**src/ucpr_pkg.sv**
```systemverilog
// ----------------------------------------------------------------------------
// ucpr_pkg
// Types, widths and helpers for the use-count page replacement core.
// ----------------------------------------------------------------------------
package ucpr_pkg;

    localparam int MAX_FRAMES = 16;
    localparam int PAGE_BITS  = 8;
    localparam int COUNT_BITS = 16;

    localparam int IDX_BITS = (MAX_FRAMES > 1) ? $clog2(MAX_FRAMES) : 1;
    localparam int NUM_BITS = $clog2(MAX_FRAMES + 1);

    // fixed field widths of the channels
    localparam int CFG_W    = 5;
    localparam int PAGE_W   = 8;
    localparam int INDEX_W  = 4;
    localparam int ACTION_W = 2;
    localparam int EVICT_W  = 8;
    localparam int USE_W    = 16;

    localparam logic [CFG_W-1:0] CFG_RESET = CFG_W'(16);

    typedef enum logic [ACTION_W-1:0] {
        ACT_HIT     = 2'd0,
        ACT_FILL    = 2'd1,
        ACT_REPLACE = 2'd2
    } t_action;

    typedef enum logic [1:0] {
        ST_IDLE,
        ST_SCAN,
        ST_UPDATE
    } t_state;

    typedef logic [PAGE_BITS-1:0]  t_page;
    typedef logic [COUNT_BITS-1:0] t_count;
    typedef logic [IDX_BITS-1:0]   t_idx;

    typedef struct packed {
        logic   we;
        t_idx   idx;
        t_page  page;
        t_count cnt;
    } t_frame_wr;

    typedef struct packed {
        logic match;
        logic empty;
        logic less;
    } t_cmp_res;

    function automatic t_count sat_inc(t_count c);
        t_count r;
        r = (c == '1) ? c : c + t_count'(1);
        return r;
    endfunction

endpackage

```
**src/ucpr_ifs.sv**
```systemverilog
// ----------------------------------------------------------------------------
// ucpr_ifs
// Valid/ready channels for page requests and replacement results.
// ----------------------------------------------------------------------------
interface ucpr_in_if;
    import ucpr_pkg::*;

    logic              valid;
    logic              ready;
    logic [PAGE_W-1:0] page;

    modport source (output valid, output page, input ready);
    modport sink   (input valid, input page, output ready);
endinterface

interface ucpr_out_if;
    import ucpr_pkg::*;

    logic               valid;
    logic               ready;
    logic               hit;
    logic [INDEX_W-1:0] frame_index;
    t_action            action;
    logic [EVICT_W-1:0] evicted_page;
    logic [USE_W-1:0]   use_count;

    modport source (output valid, output hit, output frame_index, output action,
                    output evicted_page, output use_count, input ready);
    modport sink   (input valid, input hit, input frame_index, input action,
                    input evicted_page, input use_count, output ready);
endinterface

```
**src/ucpr_frame_store.sv**
```systemverilog
// ----------------------------------------------------------------------------
// ucpr_frame_store
// Page number and use counter per frame; one read index, one write port.
// ----------------------------------------------------------------------------
module ucpr_frame_store (
    input  logic                  i_clk,
    input  logic                  i_rst_n,
    input  ucpr_pkg::t_idx        i_rd_idx,
    output ucpr_pkg::t_page       o_rd_page,
    output ucpr_pkg::t_count      o_rd_cnt,
    input  ucpr_pkg::t_frame_wr   i_wr
);
    import ucpr_pkg::*;

    t_page  r_page [MAX_FRAMES];
    t_count r_cnt  [MAX_FRAMES];

    always_ff @(posedge i_clk) begin
        if (!i_rst_n) begin
            for (int k = 0; k < MAX_FRAMES; k++) begin
                r_page[k] <= '0;
                r_cnt[k]  <= '0;
            end
        end else if (i_wr.we) begin
            r_page[i_wr.idx] <= i_wr.page;
            r_cnt[i_wr.idx]  <= i_wr.cnt;
        end
    end

    assign o_rd_page = r_page[i_rd_idx];
    assign o_rd_cnt  = r_cnt[i_rd_idx];

endmodule

```
**src/ucpr_cmp_unit.sv**
```systemverilog
// ----------------------------------------------------------------------------
// ucpr_cmp_unit
// Per-frame compare step: page match, empty frame, and new minimum count.
// ----------------------------------------------------------------------------
module ucpr_cmp_unit (
    input  ucpr_pkg::t_page    i_frame_page,
    input  ucpr_pkg::t_count   i_frame_cnt,
    input  ucpr_pkg::t_page    i_req_page,
    input  ucpr_pkg::t_count   i_min_cnt,
    input  logic               i_first,
    output ucpr_pkg::t_cmp_res o_res
);
    import ucpr_pkg::*;

    always_comb begin
        o_res.match = (i_frame_page == i_req_page);
        o_res.empty = (i_frame_page == '0);
        // strict less keeps the lowest index on a tie
        o_res.less  = i_first || (i_frame_cnt < i_min_cnt);
    end

endmodule

```
**src/use_count_page_replacement_core.sv**
```systemverilog
// ----------------------------------------------------------------------------
// use_count_page_replacement_core
// Page replacement by use count over a small set of frames.
// ----------------------------------------------------------------------------
// Usage:
//   i_in carries one page request per transfer; o_out returns one result per
//   request (hit, frame index, action, evicted page, new use count).
//   i_cfg_we / i_cfg_wdata set the number of frames in use (0 reads as 1,
//   values above the frame count saturate); write it only while idle.
// Timing:
//   A request is taken only while the core is idle. The frame store is read
//   one frame per cycle through a single compare unit: the scan covers the
//   frames in use (stopping early on a hit), then the update state writes the
//   frame and loads the output register. No new request is taken until the
//   update state has written the result and the core is idle again.
// Stall:
//   A result held in the output register does not block the next request;
//   a second result waits in the update state until the first one transfers.
// Reset:
//   Synchronous; all frames empty with zero counts, frames in use = 16.
// ----------------------------------------------------------------------------
module use_count_page_replacement_core (
    input  logic                         i_clk,
    input  logic                         i_rst_n,
    input  logic                         i_cfg_we,
    input  logic [ucpr_pkg::CFG_W-1:0]   i_cfg_wdata,
    ucpr_in_if.sink                      i_in,
    ucpr_out_if.source                   o_out
);
    import ucpr_pkg::*;

    t_state r_state, n_state;
    logic [CFG_W-1:0] r_frames;

    t_idx   r_j, n_j;
    t_page  r_page, n_page;
    logic   r_found, n_found;
    logic   r_have_empty, n_have_empty;
    t_idx   r_sel_idx, n_sel_idx;
    t_count r_sel_cnt, n_sel_cnt;
    t_idx   r_emp_idx, n_emp_idx;
    t_count r_emp_cnt, n_emp_cnt;
    t_idx   r_min_idx, n_min_idx;
    t_count r_min_cnt, n_min_cnt;
    t_page  r_min_page, n_min_page;

    logic               r_o_valid, n_o_valid;
    logic               r_o_hit, n_o_hit;
    logic [INDEX_W-1:0] r_o_idx, n_o_idx;
    t_action            r_o_action, n_o_action;
    logic [EVICT_W-1:0] r_o_evict, n_o_evict;
    logic [USE_W-1:0]   r_o_count, n_o_count;

    logic [NUM_BITS-1:0] w_active;
    logic       w_last;
    logic       w_in_ready, w_scan_en, w_upd_go;
    t_page      w_rd_page;
    t_count     w_rd_cnt;
    t_cmp_res   w_cmp;
    t_frame_wr  w_wr;
    t_idx       w_ch_idx;
    t_count     w_ch_cnt;
    t_count     w_new_cnt;

    // clamp frame count to 1..MAX_FRAMES
    always_comb begin
        if (r_frames == '0) begin
            w_active = NUM_BITS'(1);
        end else if (32'(r_frames) > 32'(MAX_FRAMES)) begin
            w_active = NUM_BITS'(MAX_FRAMES);
        end else begin
            w_active = NUM_BITS'(r_frames);
        end
    end

    assign w_last = ((NUM_BITS'(r_j) + NUM_BITS'(1)) == w_active);

    ucpr_frame_store u_store (
        .i_clk     (i_clk),
        .i_rst_n   (i_rst_n),
        .i_rd_idx  (r_j),
        .o_rd_page (w_rd_page),
        .o_rd_cnt  (w_rd_cnt),
        .i_wr      (w_wr)
    );

    ucpr_cmp_unit u_cmp (
        .i_frame_page (w_rd_page),
        .i_frame_cnt  (w_rd_cnt),
        .i_req_page   (r_page),
        .i_min_cnt    (r_min_cnt),
        .i_first      (r_j == '0),
        .o_res        (w_cmp)
    );

    // next state
    always_comb begin
        n_state = r_state;
        unique case (r_state)
            ST_IDLE: begin
                if (i_in.valid) n_state = ST_SCAN;
            end
            ST_SCAN: begin
                if (w_cmp.match || w_last) n_state = ST_UPDATE;
            end
            ST_UPDATE: begin
                if (!r_o_valid || o_out.ready) n_state = ST_IDLE;
            end
            default: n_state = ST_IDLE;
        endcase
    end

    // state outputs
    always_comb begin
        w_in_ready = 1'b0;
        w_scan_en  = 1'b0;
        w_upd_go   = 1'b0;
        unique case (r_state)
            ST_IDLE:   w_in_ready = 1'b1;
            ST_SCAN:   w_scan_en  = 1'b1;
            ST_UPDATE: w_upd_go   = !r_o_valid || o_out.ready;
            default:   w_in_ready = 1'b0;
        endcase
    end

    // choose the frame for the update state
    always_comb begin
        if (r_found) begin
            w_ch_idx = r_sel_idx;
            w_ch_cnt = r_sel_cnt;
        end else if (r_have_empty) begin
            w_ch_idx = r_emp_idx;
            w_ch_cnt = r_emp_cnt;
        end else begin
            w_ch_idx = r_min_idx;
            w_ch_cnt = r_min_cnt;
        end
        w_new_cnt = sat_inc(w_ch_cnt);
        w_wr.we   = w_upd_go;
        w_wr.idx  = w_ch_idx;
        w_wr.page = r_page;
        w_wr.cnt  = w_new_cnt;
    end

    // datapath next values
    always_comb begin
        n_j          = r_j;
        n_page       = r_page;
        n_found      = r_found;
        n_have_empty = r_have_empty;
        n_sel_idx    = r_sel_idx;
        n_sel_cnt    = r_sel_cnt;
        n_emp_idx    = r_emp_idx;
        n_emp_cnt    = r_emp_cnt;
        n_min_idx    = r_min_idx;
        n_min_cnt    = r_min_cnt;
        n_min_page   = r_min_page;
        n_o_valid    = r_o_valid && !o_out.ready;
        n_o_hit      = r_o_hit;
        n_o_idx      = r_o_idx;
        n_o_action   = r_o_action;
        n_o_evict    = r_o_evict;
        n_o_count    = r_o_count;

        if (w_in_ready && i_in.valid) begin
            n_page       = PAGE_BITS'(i_in.page);
            n_j          = '0;
            n_found      = 1'b0;
            n_have_empty = 1'b0;
        end

        if (w_scan_en) begin
            n_j = r_j + t_idx'(1);
            if (w_cmp.match) begin
                n_found   = 1'b1;
                n_sel_idx = r_j;
                n_sel_cnt = w_rd_cnt;
            end else if (w_cmp.empty && !r_have_empty) begin
                n_have_empty = 1'b1;
                n_emp_idx    = r_j;
                n_emp_cnt    = w_rd_cnt;
            end
            if (w_cmp.less) begin
                n_min_idx  = r_j;
                n_min_cnt  = w_rd_cnt;
                n_min_page = w_rd_page;
            end
        end

        if (w_upd_go) begin
            n_o_valid = 1'b1;
            n_o_hit   = r_found;
            n_o_idx   = INDEX_W'(w_ch_idx);
            n_o_count = USE_W'(w_new_cnt);
            if (r_found) begin
                n_o_action = ACT_HIT;
                n_o_evict  = '0;
            end else if (r_have_empty) begin
                n_o_action = ACT_FILL;
                n_o_evict  = '0;
            end else begin
                n_o_action = ACT_REPLACE;
                n_o_evict  = EVICT_W'(r_min_page);
            end
        end
    end

    always_ff @(posedge i_clk) begin
        if (!i_rst_n) begin
            r_state      <= ST_IDLE;
            r_frames     <= CFG_RESET;
            r_o_valid    <= 1'b0;
            r_found      <= 1'b0;
            r_have_empty <= 1'b0;
            r_j          <= '0;
        end else begin
            r_state      <= n_state;
            r_o_valid    <= n_o_valid;
            r_found      <= n_found;
            r_have_empty <= n_have_empty;
            r_j          <= n_j;
            if (i_cfg_we) r_frames <= i_cfg_wdata;
        end
    end

    always_ff @(posedge i_clk) begin
        r_page     <= n_page;
        r_sel_idx  <= n_sel_idx;
        r_sel_cnt  <= n_sel_cnt;
        r_emp_idx  <= n_emp_idx;
        r_emp_cnt  <= n_emp_cnt;
        r_min_idx  <= n_min_idx;
        r_min_cnt  <= n_min_cnt;
        r_min_page <= n_min_page;
        r_o_hit    <= n_o_hit;
        r_o_idx    <= n_o_idx;
        r_o_action <= n_o_action;
        r_o_evict  <= n_o_evict;
        r_o_count  <= n_o_count;
    end

    assign i_in.ready         = w_in_ready;
    assign o_out.valid        = r_o_valid;
    assign o_out.hit          = r_o_hit;
    assign o_out.frame_index  = r_o_idx;
    assign o_out.action       = r_o_action;
    assign o_out.evicted_page = r_o_evict;
    assign o_out.use_count    = r_o_count;

endmodule

```
**src/flat_wrapper.sv**
```systemverilog
// flat-port wrapper written by rule: the top's interface ports become plain ports
module use_count_page_replacement_core_flat import ucpr_pkg::*;
  (i_clk, i_rst_n, i_cfg_we, i_cfg_wdata, i_in_valid, i_in_page, i_in_ready, o_out_valid, o_out_hit, o_out_frame_index, o_out_action, o_out_evicted_page, o_out_use_count, o_out_ready);
  ucpr_in_if i_in_i ();
  ucpr_out_if o_out_i ();
  input  logic i_clk;
  input  logic i_rst_n;
  input  logic i_cfg_we;
  input  logic [ucpr_pkg::CFG_W-1:0] i_cfg_wdata;
  input wire logic [$bits(i_in_i.valid)-1:0] i_in_valid;
  input wire logic [$bits(i_in_i.page)-1:0] i_in_page;
  output wire logic [$bits(i_in_i.ready)-1:0] i_in_ready;
  output wire logic [$bits(o_out_i.valid)-1:0] o_out_valid;
  output wire logic [$bits(o_out_i.hit)-1:0] o_out_hit;
  output wire logic [$bits(o_out_i.frame_index)-1:0] o_out_frame_index;
  output wire logic [$bits(o_out_i.action)-1:0] o_out_action;
  output wire logic [$bits(o_out_i.evicted_page)-1:0] o_out_evicted_page;
  output wire logic [$bits(o_out_i.use_count)-1:0] o_out_use_count;
  input wire logic [$bits(o_out_i.ready)-1:0] o_out_ready;
  assign i_in_i.valid = i_in_valid;
  assign i_in_i.page = i_in_page;
  assign i_in_ready = i_in_i.ready;
  assign o_out_valid = o_out_i.valid;
  assign o_out_hit = o_out_i.hit;
  assign o_out_frame_index = o_out_i.frame_index;
  assign o_out_action = o_out_i.action;
  assign o_out_evicted_page = o_out_i.evicted_page;
  assign o_out_use_count = o_out_i.use_count;
  assign o_out_i.ready = o_out_ready;
  use_count_page_replacement_core u_core (.i_clk(i_clk), .i_rst_n(i_rst_n), .i_cfg_we(i_cfg_we), .i_cfg_wdata(i_cfg_wdata), .i_in(i_in_i), .o_out(o_out_i));
endmodule
```
**config.mk**
```make
export PLATFORM = sky130hd
export DESIGN_NAME = use_count_page_replacement_core_flat
export DESIGN_NICKNAME = d
export VERILOG_FILES = /design/src/ucpr_pkg.sv /design/src/ucpr_ifs.sv /design/src/ucpr_frame_store.sv /design/src/ucpr_cmp_unit.sv /design/src/use_count_page_replacement_core.sv /design/src/flat_wrapper.sv
export SDC_FILE = /design/constraint.sdc
export NUM_CORES = 1
export LEC_CHECK = 0
export ABC_AREA = 1
export ABC_CLOCK_PERIOD_IN_PS = 4500
export BUFFER_PORTS_ARGS = -buffer_cell sky130_fd_sc_hd__clkbuf_2
export CAP_MARGIN = 20
export CORE_MARGIN = 5
export CORE_UTILIZATION = 63
export DETAILED_ROUTE_END_ITERATION = 10
export HOLD_SLACK_MARGIN = 0.03
export PLACE_DENSITY = 0.78
export SYNTH_ARGS = -nofsm -noshare
export SYNTH_HDL_FRONTEND = slang
export SYNTH_HIERARCHICAL = 1
export SYNTH_SLANG_ARGS = --single-unit
export TNS_END_PERCENT = 50
```
**constraint.sdc**
```tcl
create_clock -name i_clk -period 4.5 [get_ports i_clk]
set_input_delay 0.45 -clock i_clk [delete_from_list [all_inputs] [get_ports i_clk]]
set_output_delay 0.45 -clock i_clk [all_outputs]
set_load 0.02 [all_outputs]
```
# Yosys cells after proc, flatten, opt, wreduce, memory -nomap -nowiden
# Memory sizes are Yosys's and may differ from the RTL's. A register that Yosys moved wholly into a read port is not among the register bits.
# Index checks and enable logic that the tools add are counted.
[totals] regBits=121 latch_bits=0 ramBits=384 rom_bits=0 output_inout_bits=33 elab_cells=95 memories=2
[memory_table] name="u_core.u_store.r_cnt" words=16 width=16 rd=1 rd_ports_with_merged_regs=1 write_ports=16 line="ucpr_frame_store.sv:16" rtl="t_count r_cnt [MAX_FRAMES];"
[memory_table] name="u_core.u_store.r_page" words=16 width=8 rd=1 rd_ports_with_merged_regs=1 write_ports=16 line="ucpr_frame_store.sv:15" rtl="t_page r_page [MAX_FRAMES];"
[op_classes] addsub=3 multipliers=0 n_div=0 order_cmp=2 eq_ne=8 shift=0 muxes=39 bitwise_logic=1 reduce_logical=21
[ops] cell="2-to-1 mux 16 bit" n=4
[ops] cell="2-to-1 mux 4 bit" n=10
[ops] cell="2-to-1 mux 1 bit" n=17
[ops] cell="adder 16 x 1 -> 16 bit (second input constant)" n=1
[ops] cell="equality test 16 bit (second input constant)" n=1
[ops] cell="less-than comparator 16 bit" n=1
[ops] cell="OR reduction 16 bit" n=1
[ops] cell="2-to-1 mux 5 bit" n=2
[ops] cell="equality test 8 bit" n=1
[ops] cell="logical NOT 8 bit" n=1
[ops] cell="2-to-1 mux 2 bit" n=4
[ops] cell="2-to-1 mux 8 bit" n=1
[ops] cell="OR reduction 8 bit" n=1
[ops] cell="case mux 2 bit (3 select lines)" n=1
[ops] cell="AND reduction 3 bit" n=2
[ops] cell="adder 4 x 1 -> 5 bit (second input constant)" n=1
[ops] cell="equality test 5 bit" n=1
[ops] cell="> comparator 5 bit (second input constant)" n=1
[ops] cell="logical NOT 5 bit" n=1
[ops] cell="adder 4 x 1 -> 4 bit (second input constant)" n=1
[ops] cell="logical NOT 4 bit" n=1
[ops] cell="inequality test 2 x 1 -> 1 bit (second input constant)" n=2
[ops] cell="AND reduction 2 bit" n=2
[ops] cell="logical AND 1 bit" n=3
[ops] cell="other kinds (9)" n=13

# Longest topological paths before layout
[logic_depth] word_depth=8 ltp_mapped=22 mapped_depth_nobuf=20

# Hierarchy
# Netlist, hierarchy kept.
[by_module_without_submodules] mod="ucpr_frame_store" instances=1 cells_each=2058 area_each_um2=18422.7 seq_area_each_um2=11531.1
[by_module_without_submodules] mod="use_count_page_replacement_core" instances=1 cells_each=434 area_each_um2=5064.9 seq_area_each_um2=3493.4
[by_module_without_submodules] mod="ucpr_cmp_unit" instances=1 cells_each=87 area_each_um2=540.5 seq_area_each_um2=0.0

# Worst setup path after synthesis
# No wires, ideal clock.
[synth_timing] kind="register to register" startpoint="register u_core.r_j[1]" endpoint="register u_core.r_min_cnt[0], enable pin" setup_ns=0.413 t_arrival_ns=3.294 slack_ns=0.793 stages_incl_launch_ff=18 path_buffers=3 cell_sequence="dfxtp_1 > buf_2 > buf_2 > clkbuf_1 > nand2_1 > nand3_1 > nand3_1 > nand2_1 > ha_1 > a21oi_1 > nor2_1 > nor3_2 > nand2_1 > nand2_1 > nand2_1 > nand2_1 > inv_1 > nor2_1"
[synth_lines] element="start: declaration" line="use_count_page_replacement_core.sv:35" rtl="t_idx r_j, n_j;"
[synth_lines] element="start signal: assignment" line="use_count_page_replacement_core.sv:221" rtl="r_j <= n_j;"
[synth_lines] element="end signal: assignment" line="use_count_page_replacement_core.sv:233" rtl="r_min_cnt <= n_min_cnt;"
[synth_lines] element="end: declaration" line="use_count_page_replacement_core.sv:44" rtl="t_count r_min_cnt, n_min_cnt;"

==> results.tsv <==
stage	metric	value	unit
global_routing	gr-total-overflow	0	
placed_design	dp_hpwl	38800	um
power	p_switching	2.85	mW
cells_and_area	drive_gt1_share	9.51	%
clock_tree	htree_levels	2	
clock_tree	clk_path_buf_depth	3	
timing	fin_crit_sh	83.6	%
yosys	synth_top_area_share	61.4	%
global_routing	grt.total_usage	29.9	%
critical_path	cp.arrival	4.01	ns
clock_tree	clock-sinks	505	
cells_and_area	seq_area	15000	um^2
critical_path	worstSetupStartpointType	flip-flop	
cells_and_area	fillers	2780	
critical_path	slowest_stage	dfxtp_1	
timing	hold_viol_final	0	
min_path	hp-class	input port to flip-flop	
critical_path	r2r-start	u_core/r_have_empty	
route	wirelength	62700	um
cells_and_area	final_nets	2634	
die	die_y	205	um
global_routing	grt.busiest_layer	met2	
clock_tree	cts_buffers	52	
placed_design	portBuffers	50	
critical_path	crit_chain	inv_1, nor2_2, nand2_1, nand3_1, inv_1, nor2_1, nand2_2, nand2_1, buf_4	
power	power_per_cell_area	423	nW/um^2
route	viasPerCell	5.66	
yosys	synth.cell_area	24000	um^2
route	postRouteAntennaNets	0	
timing	maxSlewViolCount	0	
yosys	synth_cells	2579	
die	fp.dieArea	42100	um^2
power	pwr-share-clk	40.2	%
power	ir_drop	0.340	mV
timing	fin_crit	3.76	ns
cells_and_area	antenna_cells	0	
global_routing	met2_usage	47.5	%
timing	worst_pin_slew	0.896	ns
power	switching_share	25.3	%
power	power_frac_comb	11.5	%
global_routing	grt_pass1_wl	96200	um
min_path	hp-start	i_cfg_wdata[4]	
clock_tree	cts_tree	built	
timing	fin_tns_setup	0	ns
placed_design	gp_congestion	0.909	
yosys	synth.distinct_cells	36	
clock_tree	post_cts_buffers	0	
yosys	synth.area.top_cells	edfxtp_1 (61%), nand2_1 (10%), nand3_1 (6.8%)	
timing	timing.slew.headroom	40.2	%
cells_and_area	multiInputGateArea	6810	um^2
route	drc	0	
timing	timing.hold.ws	0.0660	ns
route	drt-initial-drc-count	2356	
yosys	synth.yosys.seq_area_share	62.5	%
clock_tree	clock_latency	0.60	ns
yosys	ys_warn_count	6	
die	die_w	205	um
yosys	avgSynthCellArea	9.32	um^2
yosys	synth_nets	2615	
run_status	status	complete, no violations	
clock_tree	clk_pin_slew_worst_paths	0.06	ns
yosys	ys_ff_latch	505	
power	p_leak	11.7	nW
die	coreArea	37700	um^2
global_routing	gr-usage-met1	40.8	%
clock_tree	post_cts_resized	0	
timing	rsz0062_at_grt	no	
route	wl_per_cell	19.9	um
critical_path	critical_path_class	flip-flop to flip-flop	
critical_path	max_stage_delay	0.83	ns
critical_path	required	4.75	ns
cells_and_area	synthToLayoutAreaGrowth	10.6	%
global_routing	grt_pass1_vias	17045	
global_routing	antenna_found_initial	2	
die	rows	71	
clock_tree	root_buffer	clkbuf_16	
global_routing	grt_start_max_net_pins	135	
critical_path	worst_setup_path_end_kind	flip-flop	
route	first_pass_iters	6	
critical_path	crit_fanout	25	
power	p_seq_share	48.3	%
route	vias	17845	
die	pin_count	51	
run	maxCapViolCount	0	
timing	setup_violations	0	
power	internal_power	8.40	mW
critical_path	critPathLaunch	u_core/r_have_empty	
die	initial_utilization	63.8	%
yosys	synth_top_cell_by_area	edfxtp_1	
timing	max_freq	266	MHz
timing	finClkSkew	0.0260	ns
global_routing	grtUsageMet3	8.64	%
==> through the flow <==
step | setup slack, ns | instance area, um^2 | power [mW] | cells | util (%)
finish | 0.738 | 26600 | 11.2 | 3151 | 70.6
global route | 0.529 | 26600 | 11.6 | 3151 | 70.6
CTS | 0.776 | 26500 | 11.2 | 3149 | 70.4
detailed placement | 0.805 | 24700 | 6.77 | 3045 | 65.5
global placement | 0.808 | 24700 | 6.73 | 3045 | 65.5
floorplan | 0.793 | 24000 | 6.33 | 2579 | -
==> state kept, by name, indices dropped and copies added (netlist names) <==
signal / cells
u_core/u_store/r_cnt: 256
u_core/u_store/r_page: 128
u_core/o_out.use_count: 16
u_core/r_emp_cnt: 16
u_core/r_min_cnt: 16
u_core/r_sel_cnt: 16
u_core/o_out.evicted_page: 8
u_core/r_min_page: 8
u_core/r_page: 8
u_core/r_frames: 5
u_core/o_out.frame_index: 4
u_core/r_emp_idx: 4
u_core/r_j: 4
u_core/r_min_idx: 4
u_core/r_sel_idx: 4
u_core/o_out.action: 2
u_core/r_state: 2
u_core/o_out.hit: 1
u_core/o_out.valid: 1
u_core/r_found: 1
u_core/r_have_empty: 1
==> power groups by stage <==
stage               sequential (mW)  combinational [mW]  clock (mW)
floorplan                      5.52               0.814           0
global placement               5.52                1.21           0
detailed placement             5.53                1.24           0
CTS                            5.43                1.26        4.56
global route                   5.45                1.41        4.77
finish                         5.43                1.29        4.53
==> layout by cell type, fill, tap and decap left out, types with 7 or more instances in the layout <==
cell and instances:
nand2_1 646, ha_1 18, nand3_2 23, clkinv_2 10, buf_12 8, clkinv_1 17
xnor2_1 7, o21ai_0 12, clkbuf_2 50, edfxtp_1 491, inv_1 383, buf_4 41
dfxtp_1 11, nand4_1 7, nand2_2 20, dlygate4sd3_1 8, nand3_1 326, a21oi_1 15
bufinv_16 10, nor2_1 431, clkbuf_16 53
==> path summary, 6_finish.rpt <==
kind / cells after the start / slack [ns] / to
worst min register to register: 2 / 0.54 / u_core/r_frames[0]
worst min-delay path: 3 / 0.07 / u_core/r_frames[4]
worst max-delay path: 9 / 0.74 / u_core/u_store/r_cnt[9][7]
worst max register to register: 9 / 0.74 / u_core/u_store/r_cnt[9][7]
==> routing by layer <==
metal	vias up	part of all wire, %
li1	8237	-
met1	8455	38
met2	1020	47
met3	129	13
met4	4	2.9
met5	-	0.035
==> Yosys cell counts <==
cell	n
nand2_1	646
edfxtp_1	491
nor2_1	433
inv_1	384
nand3_1	326
buf_2	76
clkbuf_1	45
nand3_2	23
nand2_2	20
ha_1	18
a21oi_1	15
dfxtp_1	14
buf_6	12
o21ai_0	12
buf_1	7
nand4_1	7
xnor2_1	7
buf_4	4
nor2_2	4
nor2_4	4
or2_2	4
inv_2	3
nand2_4	3
or2_1	3
xor2_1	3
nor3_1	2
nor3_2	2
nor3_4	2
nor4_1	2
a211oi_1	1
a21oi_2	1
and2_1	1
clkinv_1	1
inv_4	1
nand3b_1	1
nor3b_4	1
==> critical path: cells and delay by family (launching register included) <==
kind / cells / cell delay (ns)
DFF: 1 / 0.83
buffers and inverters: 3 / 0.62
and+or+nand+nor: 6 / 1.92
==> area by class of cell <==
type                    count  area share [%]
inverters                 389            5.53
well taps                 511            2.41
multi-input cells        1541            25.6
clock inverters            39            1.67
clock buffers              57            5.05
repair buffers            109            3.16
flip-flops and latches    505            56.6
==> repair_timing <==
item | 4_1_cts | 5_1_grt
hold endpoints to repair | 8 | 0
endpoints found under the setup margin | 0 | 0
hold buffers | 8 | 0
==> kinds of logic (layout without fill, tap and decap cells) <==
| family | Yosys count | after routing | share of synthesized area [%] |
|---|---|---|---|
| simple gates | 1484 | 1484 | 26.4 |
| buf+inv | 533 | 594 | 9.17 |
| flops | 505 | 505 | 62.5 |
| compound gates | 29 | 29 | 0.630 |
| fa+ha+maj | 18 | 18 | 0.937 |
| xor+xnor | 10 | 10 | 0.365 |
(Power assumes the default switching activity.)
